==> src/atc_pkg.sv <==
// shared constants, types and helpers of the tridiagonal coefficient core
`timescale 1ns / 1ps
package atc_pkg;
   localparam int MAX_GRID   = 32;
   localparam int FRAC_BITS  = 16;
   localparam int NW         = $clog2(MAX_GRID + 1);
   localparam int CW         = $clog2(MAX_GRID);
   localparam int VW         = $clog2(MAX_GRID * MAX_GRID * MAX_GRID);
   localparam int TW         = VW + 1;
   localparam int CNT_W      = $clog2(VW);
   localparam int FIELD_AW   = $clog2(2 * MAX_GRID * MAX_GRID);
   localparam int COEF_AW    = $clog2(MAX_GRID * MAX_GRID);
   localparam int IDX_W      = 15;
   localparam int GRID_MIN   = 3;
   localparam int GRID_RESET = (MAX_GRID < 32) ? MAX_GRID : 32;
   localparam int JQ_DEPTH   = 4;
   localparam int JQ_AW      = $clog2(JQ_DEPTH);
   localparam int RQ_DEPTH   = 8;
   localparam int RQ_AW      = $clog2(RQ_DEPTH);

   localparam logic [2:0] CSR_AXIS        = 3'd0;
   localparam logic [2:0] CSR_GRID        = 3'd1;
   localparam logic [2:0] CSR_CG_PER      = 3'd2;
   localparam logic [2:0] CSR_CPHI_PER    = 3'd3;
   localparam logic [2:0] CSR_CG_SCALAR   = 3'd4;
   localparam logic [2:0] CSR_CPHI_SCALAR = 3'd5;
   localparam logic [2:0] CSR_C_SCALE     = 3'd6;

   localparam logic [1:0] AXIS_X = 2'd0;
   localparam logic [1:0] AXIS_Y = 2'd1;
   localparam logic [1:0] AXIS_Z = 2'd2;

   typedef enum logic [1:0] {FS_RUN, FS_START, FS_DIV_X, FS_DIV_Y} front_state_type;

   typedef struct packed {
      logic [1:0]          axis;
      logic [NW-1:0]       grid;
      logic                cg_per;
      logic                cphi_per;
      logic signed [31:0]  cg_scalar;
      logic signed [31:0]  cphi_scalar;
      logic [31:0]         c_scale;
   } cfg_type;

   typedef struct packed {
      logic signed [31:0] a;
      logic signed [31:0] g;
      logic signed [31:0] phi;
   } fields_type;

   typedef struct packed {
      logic signed [31:0] cg;
      logic signed [31:0] cphi;
      logic signed [31:0] c;
   } coefs_type;

   typedef struct packed {
      logic signed [31:0] a;
      logic signed [32:0] da;
      logic signed [32:0] dg;
      logic signed [32:0] dphi;
      logic signed [34:0] d2g;
      logic signed [34:0] d2phi;
      logic signed [31:0] cg;
      logic signed [31:0] cphi;
      logic signed [31:0] c;
      logic [VW-1:0]      idx;
      logic               vend;
   } job_type;

   typedef struct packed {
      logic signed [31:0] sub_d;
      logic signed [31:0] main_d;
      logic signed [31:0] super_d;
      logic [IDX_W-1:0]   idx;
      logic               vend;
   } rsp_type;

   function automatic logic signed [31:0] sat32(input logic signed [63:0] x);
      logic signed [31:0] r;
      if (x > 64'sd2147483647) r = 32'sh7fffffff;
      else if (x < -64'sd2147483648) r = 32'sh80000000;
      else r = x[31:0];
      return r;
   endfunction
endpackage

==> src/atc_job_queue.sv <==
// short job queue between front end and arithmetic back end
`timescale 1ns / 1ps
module atc_job_queue (
   input  logic              clock,
   input  logic              reset,
   input  logic              push,
   input  atc_pkg::job_type  push_job,
   output logic              full,
   input  logic              pop,
   output logic              empty,
   output atc_pkg::job_type  head_job
);
   atc_pkg::job_type          slot_ff [atc_pkg::JQ_DEPTH];
   logic [atc_pkg::JQ_AW-1:0] head_ff, tail_ff;
   logic [atc_pkg::JQ_AW:0]   count_ff;
   logic                      do_push, do_pop;

   assign full     = count_ff == (atc_pkg::JQ_AW + 1)'(atc_pkg::JQ_DEPTH);
   assign empty    = count_ff == '0;
   assign do_push  = push && !full;
   assign do_pop   = pop && !empty;
   assign head_job = slot_ff[head_ff];

   always_ff @(posedge clock) begin
      if (do_push) slot_ff[tail_ff] <= push_job;
   end

   always_ff @(posedge clock) begin
      if (reset) begin
         head_ff  <= '0;
         tail_ff  <= '0;
         count_ff <= '0;
      end else begin
         if (do_push) tail_ff <= tail_ff + 1'b1;
         if (do_pop) head_ff <= head_ff + 1'b1;
         if (do_push && !do_pop) count_ff <= count_ff + 1'b1;
         else if (do_pop && !do_push) count_ff <= count_ff - 1'b1;
      end
   end
endmodule

==> config.mk <==
export PLATFORM = sky130hd
export DESIGN_NAME = atc_job_queue
export DESIGN_NICKNAME = d
export VERILOG_FILES = /design/src/atc_pkg.sv /design/src/atc_job_queue.sv
export SDC_FILE = /design/constraint.sdc
export NUM_CORES = 1
export LEC_CHECK = 0
export BUFFER_PORTS_ARGS = -buffer_cell sky130_fd_sc_hd__buf_2
export CAP_MARGIN = 10
export CORE_MARGIN = 3
export CORE_UTILIZATION = 43
export CTS_CLUSTER_SIZE = 28
export DETAILED_ROUTE_END_ITERATION = 7
export SYNTH_ARGS = -nofsm -noshare
export SYNTH_HDL_FRONTEND = slang
export SYNTH_SLANG_ARGS = --single-unit
==> constraint.sdc <==
create_clock -name clock -period 21 [get_ports clock]
set_input_delay 2.1 -clock clock [delete_from_list [all_inputs] [get_ports clock]]
set_output_delay 2.1 -clock clock [all_outputs]
set_load 0.01 [all_outputs]
Word level (Yosys, flattened, before mapping)
Memories as Yosys holds them, arrays and structs flattened. A register that Yosys moved wholly into a read port is not among the register bits.
Index checks and enable logic that the tools add are counted.
Operators by class
  add/sub/neg operators: 4
  multiply operators: 0
  divide/modulo/power cells: 0
  $lt $le $gt $ge: 0
  eq/ne operators: 1
  shift operators: 0
  mux-type cells: 6
  bitwise logic cells: 0
  reductions and logical operators: 10
Operators by type and width (count)
  two-way mux 3 bit: 2
  adder 2 x 1 -> 2 bit, second input constant: 2
  logical AND 1 bit: 4
  logical NOT 1 bit: 4
  two-way mux 2 bit: 2
  adder 3 x 1 -> 3 bit, second input constant: 1
  == test 3 bit, second input constant: 1
  logical NOT 3 bit: 1
  subtractor 3 x 1 -> 3 bit, second input constant: 1
  two-way mux 1 bit: 2
  nonzero test 2 bit: 1
Storage, ports and cells
  register bits after elaboration: 7
  bits in latches: 0
  bits in writable memories: 1252
  memory bits (read-only): 0
  bits of input ports: 317
  output and inout port bits: 315
  memories: 1
Memories
  slot_ff: words 4, bits a word 313, read ports 1, clocked after Yosys merged registers in 1, write ports 1, line atc_job_queue.sv:13  | atc_pkg::job_type slot_ff [atc_pkg::JQ_DEPTH];

Longest topological paths before layout
Gate-level depths: netlist of run 1.
  depth in word-level cells: 7
  mapped depth: 8

Worst setup path after synthesis of run 1
Ideal clock, no wire load.
  path kind: input-to-reg
  start: input port push
  end: memory slot_ff[0][0] (netlist bit), enable pin
  data arrival time: 9.524 ns
  data required time: 20.285 ns
  setup slack: 10.761 ns
  cell stages on the path: 3
  path buffers: 0
  cell sequence: inv_1 > nor2_1 > and2_1
Between the ends
  word-level cells in the longest chain between the ends: 3
Ends and longest elaborated chain
  start, declared: line atc_job_queue.sv:6  | input logic push,
  logical AND 1 bit: line atc_job_queue.sv:20  | assign do_push = push && !full;
  named net do_push: line atc_job_queue.sv:16  | logic do_push, do_pop;
  two-way mux 1 bit: line atc_job_queue.sv:25  | if (do_push) slot_ff[tail_ff] <= push_job;
  two-way mux 1 bit (not written as such): line atc_job_queue.sv:25
  end, declared: line atc_job_queue.sv:13
The timed path passes the listed nets, and every way through them passes these cells.

==> out/qor.yml, run 1 <==
status: "completed"
hold_violations: 0
slew_headroom: 0.139
grt_overflow: 0
grt_max_degree: 153
initial_core_util: 0.435
cts_made_buffers: 134
dr_wl_met2_um: 50100
io-pin-count: 632
wl_per_cell_um: 24.3
ys_seq_area_frac: 0.822
crit_arrival_ns: 4.03
design_power_total_mw: 6.77
first_pass_iters: 5
syn_area_sq_um: 46000
h-tree-depth: 4
die_h_um: 333
cts_tree: "done"
cellLeakagePower_nw: 18.3
final_nets: 2722
gp_congestion: 0.749
r2r_end: "slot_ff[0][275]"
r2r_cells: 5
worst_hold_path_type: "flip-flop to flip-flop"
hold_depth: 2
drv_slew: 0
cts-root-buf: "clkbuf_16"
maxCapViolations: 0
drc: 0
first_iter_violations: 1233
io_buffer_count: 631
clock_sinks: 1261
dp_hpwl_um: 58100
finalNonFillerCells: 3914
regToRegStartpoint: "count_ff[0]"
die_x_um: 333
rows: 119
vias: 20400
peakVddDrop_mv: 0.0869
fmax_ghz: 0.163
powerDensity_nw_per_um2: 123
drive_gt1_frac: 0.423
clk_path_buf_depth: 3
wl_met3_um: 7270
ys_types: 23
fin_crit_ns: 6.13
dp_cells: 3654
timing.reg2reg.setup_slack_ns: 17.07
cts_setup_buffers: 0
start_kind: "flip-flop"
grt_pass1_vias: 21700
syn-instance-count: 1683
syn_nets: 2006
antenna_left: 0
grt.total_usage: 0.171
antenna_found_initial: 29
area_delta_synth_final_pct: 19.2
cts_hold_buffers: 0
required_ns: 18.90
wirelength_um: 95200
coreArea_sq_um: 106000
vias_per_cell: 5.20
yosys_warnings: 0
setup_violations: 0
final.setup_skew_ns: 0.0273
die_area_sq_um: 111000
tightest_slew_ns: 1.29
setup_tns_ns: 0
path_class: "flip-flop to output pin"
rsz0062_at_grt: "no"
path_clk_slew_ns: 0.06
worstHoldStart: "head_ff[1]"
ys_seq_elements: 1261
cp-end-kind: "output pin"
fin_crit_sh: 0.292
critical_path.max_fanout: 77
grt_pass1_wl_um: 141000
insertion_delay_ns: 0.74
syn_area_per_cell_sq_um: 27.3
ctsResizeCount: 0
highest_layer: "met5"
wl_met1_um: 35600
==> flip-flops by register name, summed over array words and instances, names as in the netlist, named ones only <==
name and count:
tail_ff 2, count_ff 3, head_ff 2, slot_ff 1252
==> kinds of logic after synthesis <==
group                      share of synthesized area
AOI/OAI and AO/OA                           0.000789
xor gates and xnor gates                    0.000762
buffers and inverters                         0.0123
adders and majority gates                    0.00180
DFF                                            0.822
muxes                                          0.161
and+or+nand+nor                              0.00185
==> cells in the mapped netlist <==
| library cell | instances | area, sq um |
|---|---|---|
| a21oi_1 | 2 | 10.0 |
| and2_1 | 4 | 25.0 |
| buf_2 | 33 | 165 |
| buf_6 | 28 | 315 |
| buf_8 | 3 | 45.0 |
| clkbuf_1 | 7 | 26.3 |
| dfxtp_1 | 9 | 180 |
| edfxtp_1 | 1252 | 37600 |
| fa_1 | 1 | 20.0 |
| ha_1 | 5 | 62.6 |
| inv_1 | 4 | 15.0 |
| mux2i_1 | 2 | 20.0 |
| mux4_1 | 88 | 2310 |
| mux4_2 | 225 | 5070 |
| nand2b_1 | 2 | 12.5 |
| nor2_1 | 6 | 22.5 |
| nor3_1 | 1 | 5.00 |
| nor3b_1 | 1 | 7.51 |
| o21ai_0 | 2 | 10.0 |
| o311ai_0 | 1 | 8.76 |
| o31ai_1 | 1 | 7.51 |
| or3_1 | 2 | 12.5 |
| xor2_1 | 4 | 35.0 |
==> per-layer routing <==
metal,track usage,vias to the layer above
met5,0,-
met3,0.0586,157
met4,0.0514,16
li1,-,8933
met2,0.294,613
met1,0.204,10700
==> cell usage in the layout (no fill, tap or decap), types with 4 or more instances in the layout <==
cell type / netlist / routed
ha_1: 5 / 5
buf_2: 33 / 631
bufinv_16: 0 / 7
clkbuf_1: 7 / 32
clkinv_2: 0 / 9
mux4_1: 88 / 88
edfxtp_1: 1252 / 1252
buf_12: 0 / 6
and2_4: 0 / 4
buf_4: 0 / 14
clkbuf_16: 0 / 135
nor2_1: 6 / 6
clkbuf_8: 0 / 4
inv_1: 4 / 4
clkinv_1: 0 / 30
diode_2: 0 / 22
xor2_1: 4 / 4
mux4_2: 225 / 225
dfxtp_1: 9 / 7
inv_16: 0 / 4
inv_6: 0 / 10
==> worst max-delay path by stage <==
stage	startpoint	to	slack, ns	cells past startpoint
3_3_place_gp	push	slot_ff[0][286]	15.35	6
5_1_grt	flip-flop	head_job[238]	14.48	4
6_report	flip-flop	head_job[287]	14.87	4
4_1_cts	flip-flop	head_job[238]	14.63	4
3_5_place_dp	push	slot_ff[0][244]	15.38	6
2_1_floorplan	push	slot_ff[0][0]	10.76	3
==> area by class of cell <==
class,instances,area (sq um)
antenna,22,55.1
inverter,4,15.0
sequential,1261,37800
fill,8293,50900
clock buffer,171,3550
clock inverter,67,633
multi-input combinational,347,7650
tap,1391,1740
timing repair buffer,651,3380
==> worst max-delay path, stage by stage, from the launching register on <==
cell,delay [ns]
dfxtp_4,0.82
buf_4,0.72
buf_4,0.93
mux4_1,0.49
buf_2,0.18
==> power by group <==
part           internal, mW  total [mW]  switching [mW]
Clock                  1.29        2.22           0.931
Sequential             3.03        3.09          0.0635
Combinational         0.660        1.45           0.793
Total                  4.98        6.77            1.79
==> metrics by stage <==
stage | worst slack (ns) | area [sq um] | hold slack (ns) | utilization
global placement | 15.35 | 50600 | 0.490 | 0.478
global route | 14.48 | 54800 | 0.538 | 0.518
finish | 14.87 | 54800 | 0.518 | 0.518
detailed placement | 15.38 | 50600 | 0.517 | 0.478
CTS | 14.63 | 54800 | 0.532 | 0.518
floorplan | 10.76 | 46000 | 0.482 | -
Note: power is estimated with default switching activity, not from simulation.
==> run 2: changes to the inputs <==
==> constraint.sdc (replaced) <==
create_clock -name clock -period 5.3 [get_ports clock]
set_input_delay 0.53 -clock clock [delete_from_list [all_inputs] [get_ports clock]]
set_output_delay 0.53 -clock clock [all_outputs]
set_load 0.01 [all_outputs]
==> run 2 against run 1 <==
Effect of this change:
- setup slack got worse by 13 ns
- worst hold slack got worse by 0.42 ns
- die area did not move
- largest power group unchanged
- cell count rose by 8.4%
==> out/qor.yml, run 2 (synthesis gave the netlist of run 1 again) <==
fin_crit_ns: 3.76
switching_power_mw: 7.29  # +310%
cpPeakStageDelay_ns: 1.03  # +0.10 ns
worstHoldStart: "reset"
initial_core_util: 0.435  # unchanged
vias: 21900  # +7.7%
rsz0062_at_grt: "no"
fmax_ghz: 0.266
grt_pass1_wl_um: 152000  # +7.6%
required_ns: 4.77  # -14.13 ns
cpLargestDelayFamily: "flip-flops"
cp-end-kind: "output pin"
final_nets: 3060  # +12%
grt_max_degree: 98  # -36%
path_class: "flip-flop to output pin"
pre_cts_ws_ns: 2.32  # -13.06 ns
crit_chain: "buf_12 -> mux4_1 -> buf_2"
status: "completed"
slew_headroom: 0.262  # +0.123
insertion_delay_ns: 0.74  # about the same
io-pin-count: 632  # unchanged
cellLeakagePower_nw: 19.8  # +8.3%
clkPwrFrac: 0.330  # about the same
maxCapViolations: 0  # unchanged
io_buffer_count: 631  # unchanged
area_delta_synth_final_pct: 26.9
wirelength_um: 102000  # +6.7%
slowest_stage: "dfxtp_4"
hold_violations: 0  # unchanged
die_area_sq_um: 111000  # unchanged
crit_buf_inv: 2  # -1
peakVddDrop_mv: 0.294  # +240%
setup_slack_ns: 1.54  # -13.33 ns
r2r_end: "slot_ff[3][294]"
power_frac_comb: 0.223  # +0.008
start_kind: "flip-flop"
final_cell_mix: "edfxtp_1 (1,252), buf_2 (631), dlygate4sd3_1 (313)"
p_int_mw: 20.2  # +310%
vias_per_cell: 5.17  # -0.67%
h-tree-depth: 4  # unchanged
antenna_found_initial: 8  # -72%
ctsResizeCount: 0  # unchanged
tightest_slew_ns: 1.11  # -0.184 ns
critical_path.max_fanout: 95  # +23%
die_x_um: 333  # unchanged
setup_violations: 0  # unchanged
coreArea_sq_um: 106000  # unchanged
die_h_um: 333  # unchanged
cts_made_buffers: 135  # +0.75%
r2r_cells: 4  # -1
cts_hold_buffers: 313  # +313
worstHoldEndpoint: "tail_ff[0]"
grt_pass1_vias: 23700  # +9.3%
final.setup_skew_ns: 0.0219  # -0.00549 ns
first_iter_violations: 1261  # +2.3%
clock_sinks: 1261  # unchanged
drc: 0  # unchanged
dp_hpwl_um: 62400  # +7.4%
seqPwrFrac: 0.447  # -0.010
layout_commonest_cell: "edfxtp_1"
regToRegStartpoint: "count_ff[0]"
grt_overflow: 0  # unchanged
cts_tree: "done"
cts_setup_buffers: 0  # unchanged
worst_hold_path_type: "primary input to flip-flop"
largest_reg_flops: 1252  # unchanged
top_register: "slot_ff"
fillers: 7978  # -3.8%
largestRegisters: "slot_ff x1252, count_ff x3"
antenna_left: 0  # unchanged
clk_path_buf_depth: 3  # unchanged
timing.reg2reg.setup_slack_ns: 2.47  # -14.60 ns
swShare: 0.265  # +0.00135
gp_congestion: 0.739  # -1.3%
drive_gt1_frac: 0.382  # -0.0413
powerDensity_nw_per_um2: 471  # +280%
crit_arrival_ns: 3.23  # -0.80 ns
fin_crit_sh: 0.709
wl_per_cell_um: 23.9  # -1.6%
cts-root-buf: "clkbuf_16"
rows: 119  # unchanged
setup_tns_ns: 0  # unchanged
path_clk_slew_ns: 0.06  # about the same
first_pass_iters: 5  # unchanged
grt.total_usage: 0.183  # +0.0121
drv_slew: 0  # unchanged
hold_depth: 2  # unchanged
[run 2: cell type report]
| class | instances | area [sq um] | area share |
|---|---|---|---|
| repair buffers | 988 | 6800 | 0.117 |
| clock buffers | 175 | 3550 | 0.0608 |
| diodes | 8 | 20.0 | 0.000343 |
| multi-input cells | 347 | 7650 | 0.131 |
| well taps | 1391 | 1740 | 0.0298 |
| clock inverters | 70 | 781 | 0.0134 |
| flip-flops and latches | 1261 | 37800 | 0.648 |
| inverters | 4 | 15.0 | 0.000257 |
[run 2: how the worst max path moves through the flow]
stage                     startpoint              end  slack (ns)  cells past startpoint
final                      flip-flop    head_job[134]        1.54                      3
after global routing       flip-flop    head_job[134]        1.44                      3
after CTS                  flip-flop    head_job[233]        1.54                      3
after detailed placement        push  slot_ff[1][121]        2.32                      5
after global placement          push  slot_ff[3][121]        2.35                      5
after floorplan                 push    slot_ff[0][0]        0.14                      3
[run 2: power by group through the flow]
stage	Sequential [mW]	Clock, mW	Combinational (mW)
after CTS	12.3	9.33	6.30
after global routing	12.4	9.77	6.52
after floorplan	12.4	0	3.81
after global placement	12.4	0	6.04
final	12.3	9.08	6.12
after detailed placement	12.5	0	6.07
[run 2: through the flow]
stage	power (mW)	hold WS [ns]	cells	area [sq um]	util
6_report	27.5	0.0943	4244	58300	0.552
5_1_grt	28.6	0.0565	4242	58300	0.552
4_1_cts	27.9	0.0188	4236	58300	0.552
3_5_place_dp	18.6	0.512	3678	50900	0.481
3_3_place_gp	18.5	0.494	3678	50900	0.481
2_1_floorplan	16.3	0.482	1683	46000	-
[run 2: per-layer routing]
metal  share of wire  routed length, um  global-route usage  up-vias
met3           0.056               5710              0.0462      162
met5         0.00030                 30                   0        -
met1            0.38              38200               0.218    11600
met2            0.54              54400               0.322      630
met4           0.032               3270              0.0699        4
li1                -                  -                   -     9576
==> run 3: changes to the inputs <==
--- a/config.mk
+++ b/config.mk
@@ -5,6 +5,7 @@
 export SDC_FILE = /design/constraint.sdc
 export NUM_CORES = 1
 export LEC_CHECK = 0
+export ABC_AREA = 1
 export BUFFER_PORTS_ARGS = -buffer_cell sky130_fd_sc_hd__buf_2
 export CAP_MARGIN = 10
 export CORE_MARGIN = 3
==> constraint.sdc (replaced) <==
create_clock -name clock -period 3.9 [get_ports clock]
set_input_delay 0.39 -clock clock [delete_from_list [all_inputs] [get_ports clock]]
set_output_delay 0.39 -clock clock [all_outputs]
set_load 0.01 [all_outputs]
==> run 3 against run 2 <==
Effect of this change:
- combinational power rose by 48%
- worst hold slack improved by 0.33 ns
- non-clock buffer count rose by 42
- critical path type unchanged
==> out/qor.yml, run 3 <==
antenna_found_initial: 15  # +7
powerDensity_nw_per_um2: 645  # +37%
die_x_um: 335  # +0.61%
grt.total_usage: 0.201  # +0.0177
ys_seq_area_frac: 0.811  # -0.0101
final.setup_skew_ns: 0.0208  # -0.00109 ns
insertion_delay_ns: 0.70  # -0.04 ns
clock_sinks: 1261  # unchanged
critical_path.max_fanout: 44  # -54%
hold_depth: 2  # unchanged
drc: 0  # unchanged
initial_core_util: 0.434  # -0.000684
seqPwrFrac: 0.441  # -0.006
swShare: 0.301  # +0.0355
whs_ns: 0.420  # +0.326 ns
final_cell_mix: "edfxtp_1 (1,252), nor2_1 (635), buf_2 (631)"
clkPwrFrac: 0.322  # -0.008
final_nets: 4376  # +43%
rsz0062_at_grt: "no"
power_frac_comb: 0.237  # +0.014
async_flop_share: 0  # unchanged
die_h_um: 335  # +0.61%
status: "completed"
wl_per_cell_um: 20.7  # -14%
synth_edf_count: 1252  # unchanged
area_delta_synth_final_pct: 26.8  # about the same
path_class: "flip-flop to output pin"
drv_slew: 0  # unchanged
start_kind: "flip-flop"
cts_made_buffers: 132  # -2.2%
worstHoldEndpoint: "slot_ff[0][46]"
top_register: "slot_ff"
first_pass_iters: 5  # unchanged
crit_arrival_ns: 2.93  # -0.30 ns
syn_nets: 3420  # +70%
yosys_warnings: 0  # unchanged
worstHoldStart: "push_job[46]"
wirelength_um: 115000  # +14%
switching_power_mw: 11.5  # +57%
synth_area_leader_cell: "edfxtp_1"
r2r_end: "slot_ff[3][194]"
fin_crit_sh: 0.850
p_int_mw: 26.6  # +32%
synth_most_common_cell: "edfxtp_1"
grt_max_degree: 191  # +95%
vias_per_cell: 5.25  # +1.6%
peakVddDrop_mv: 0.452  # +54%
setup_tns_ns: 0  # unchanged
die_area_sq_um: 112000  # +1.2%
cts_tree: "done"
timing.reg2reg.setup_slack_ns: 1.71  # -0.76 ns
worst_hold_path_type: "primary input to flip-flop"
layout_commonest_cell: "edfxtp_1"
fmax_ghz: 0.302
netlist.area_leader.share: 0.808  # -0.0101
ys_types: 18  # -22%
fin_crit_ns: 3.32
first_iter_violations: 2061  # +63%
rows: 120  # +0.84%
r2r_cells: 6  # +2
slew_headroom: 0.458  # +0.196
maxCapViolations: 0  # unchanged
synth-main-ff-cell: "edfxtp_1"
vias: 29300  # +33%
synthTopCellsByCount: "edfxtp_1 (1,252), nor2_1 (640), o21ai_0 (627)"
setup_violations: 0  # unchanged
path_clk_slew_ns: 0.06  # about the same
fillers: 8621  # +8.1%
grt_pass1_wl_um: 174000  # +14%
synth.area.top_cells: "edfxtp_1 (81%), o21ai_0 (6.7%), nor2_1 (5.2%)"
regToRegStartpoint: "count_ff[0]"
syn_area_sq_um: 46600  # +1.2%
cts-root-buf: "clkbuf_16"
grt_overflow: 0  # unchanged
gp_congestion: 0.776  # +4.9%
hold_violations: 0  # unchanged
required_ns: 3.51  # -1.26 ns
largest_reg_flops: 1252  # unchanged
h-tree-depth: 4  # unchanged
largestRegisters: "slot_ff x1252, count_ff x3"
syn_area_per_cell_sq_um: 15.0  # -45%
dp_hpwl_um: 68800  # +10%
cp-end-kind: "output pin"
clk_path_buf_depth: 3  # unchanged
drive_gt1_frac: 0.218  # -0.163
io_buffer_count: 631  # unchanged
cellLeakagePower_nw: 20.7  # +4.7%
ys_seq_elements: 1261  # unchanged
io-pin-count: 632  # unchanged
coreArea_sq_um: 107000  # +1.4%
grt_pass1_vias: 28800  # +22%
design_power_total_mw: 38.1  # +39%
syn-instance-count: 3097  # +84%
antenna_left: 0  # unchanged
tightest_slew_ns: 0.812  # -0.294 ns
-- run 3: critical path, cell delays in order (launching register included) --
cell and delay, ns:
dfxtp_4 0.65, buf_12 0.28, buf_4 0.41, o21ai_0 0.23, o22ai_1 0.38, buf_2 0.20
-- run 3: layer usage --
metal  GRT usage  wire length [um]  vias to the layer above  share of wire
li1            -                 -                    13700              -
met5           0                21                        -        0.00018
met1       0.260             47700                    14500           0.41
met3      0.0512              8040                      197          0.070
met2       0.329             56100                      892           0.49
met4      0.0724              3570                        4          0.031
-- run 3: final cells by class --
type	count	area, sq um	area share
Multi-Input combinational cell	1610	7730	0.131
Inverter	18	91.3	0.00155
Tap cell	1403	1760	0.0297
Clock inverter	78	737	0.0125
Antenna cell	17	42.5	0.000721
Sequential cell	1261	37800	0.640
Timing Repair Buffer	1030	7380	0.125
Clock buffer	158	3510	0.0594
-- run 3: cell families after synthesis --
| kind of cell | Yosys count | synth area share |
|---|---|---|
| adder cells (fa/ha/maj) | 6 | 0.00177 |
| AO/OA/AOI/OAI | 943 | 0.110 |
| AND/OR/NAND/NOR | 660 | 0.0534 |
| buffers and inverters | 226 | 0.0234 |
| XOR/XNOR | 1 | 0.000188 |
| flip-flops | 1261 | 0.811 |
-- run 3: power groups by stage --
stage,Clock (mW),Combinational (mW),Sequential (mW)
after floorplan,0,4.93,17.2
after global placement,0,8.81,17.0
after detailed placement,0,8.87,17.1
after CTS,12.5,9.17,16.8
after global routing,13.1,9.89,16.9
final,12.3,9.05,16.8
-- run 3: stage by stage --
step           std cells  instance area, sq um  worst slack, ns   util
6_report            5575                 59000            0.584  0.551
5_1_grt             5567                 59000            0.414  0.550
4_1_cts             5558                 59000            0.483  0.550
3_5_place_dp        5006                 51600             1.29  0.481
3_3_place_gp        5006                 51600             1.26  0.481
2_1_floorplan       3097                 46600            -1.78      -
-- run 3: worst max path at each step --
stage | startpoint | end | slack (ns) | cells past startpoint
floorplan | count_ff[0] | slot_ff[0][0] | -1.78 | 4
global placement | flip-flop | head_job[95] | 1.26 | 4
detailed placement | flip-flop | head_job[95] | 1.29 | 4
CTS | flip-flop | head_job[95] | 0.48 | 4
global route | flip-flop | head_job[93] | 0.41 | 5
finish | flip-flop | head_job[93] | 0.58 | 5
-- run 3: repair_timing --
item	in CTS	in global routing
gates resized for setup	0	0
buffers inserted	0	0
hold buffers	316	0
hold endpoints to repair	1261	0
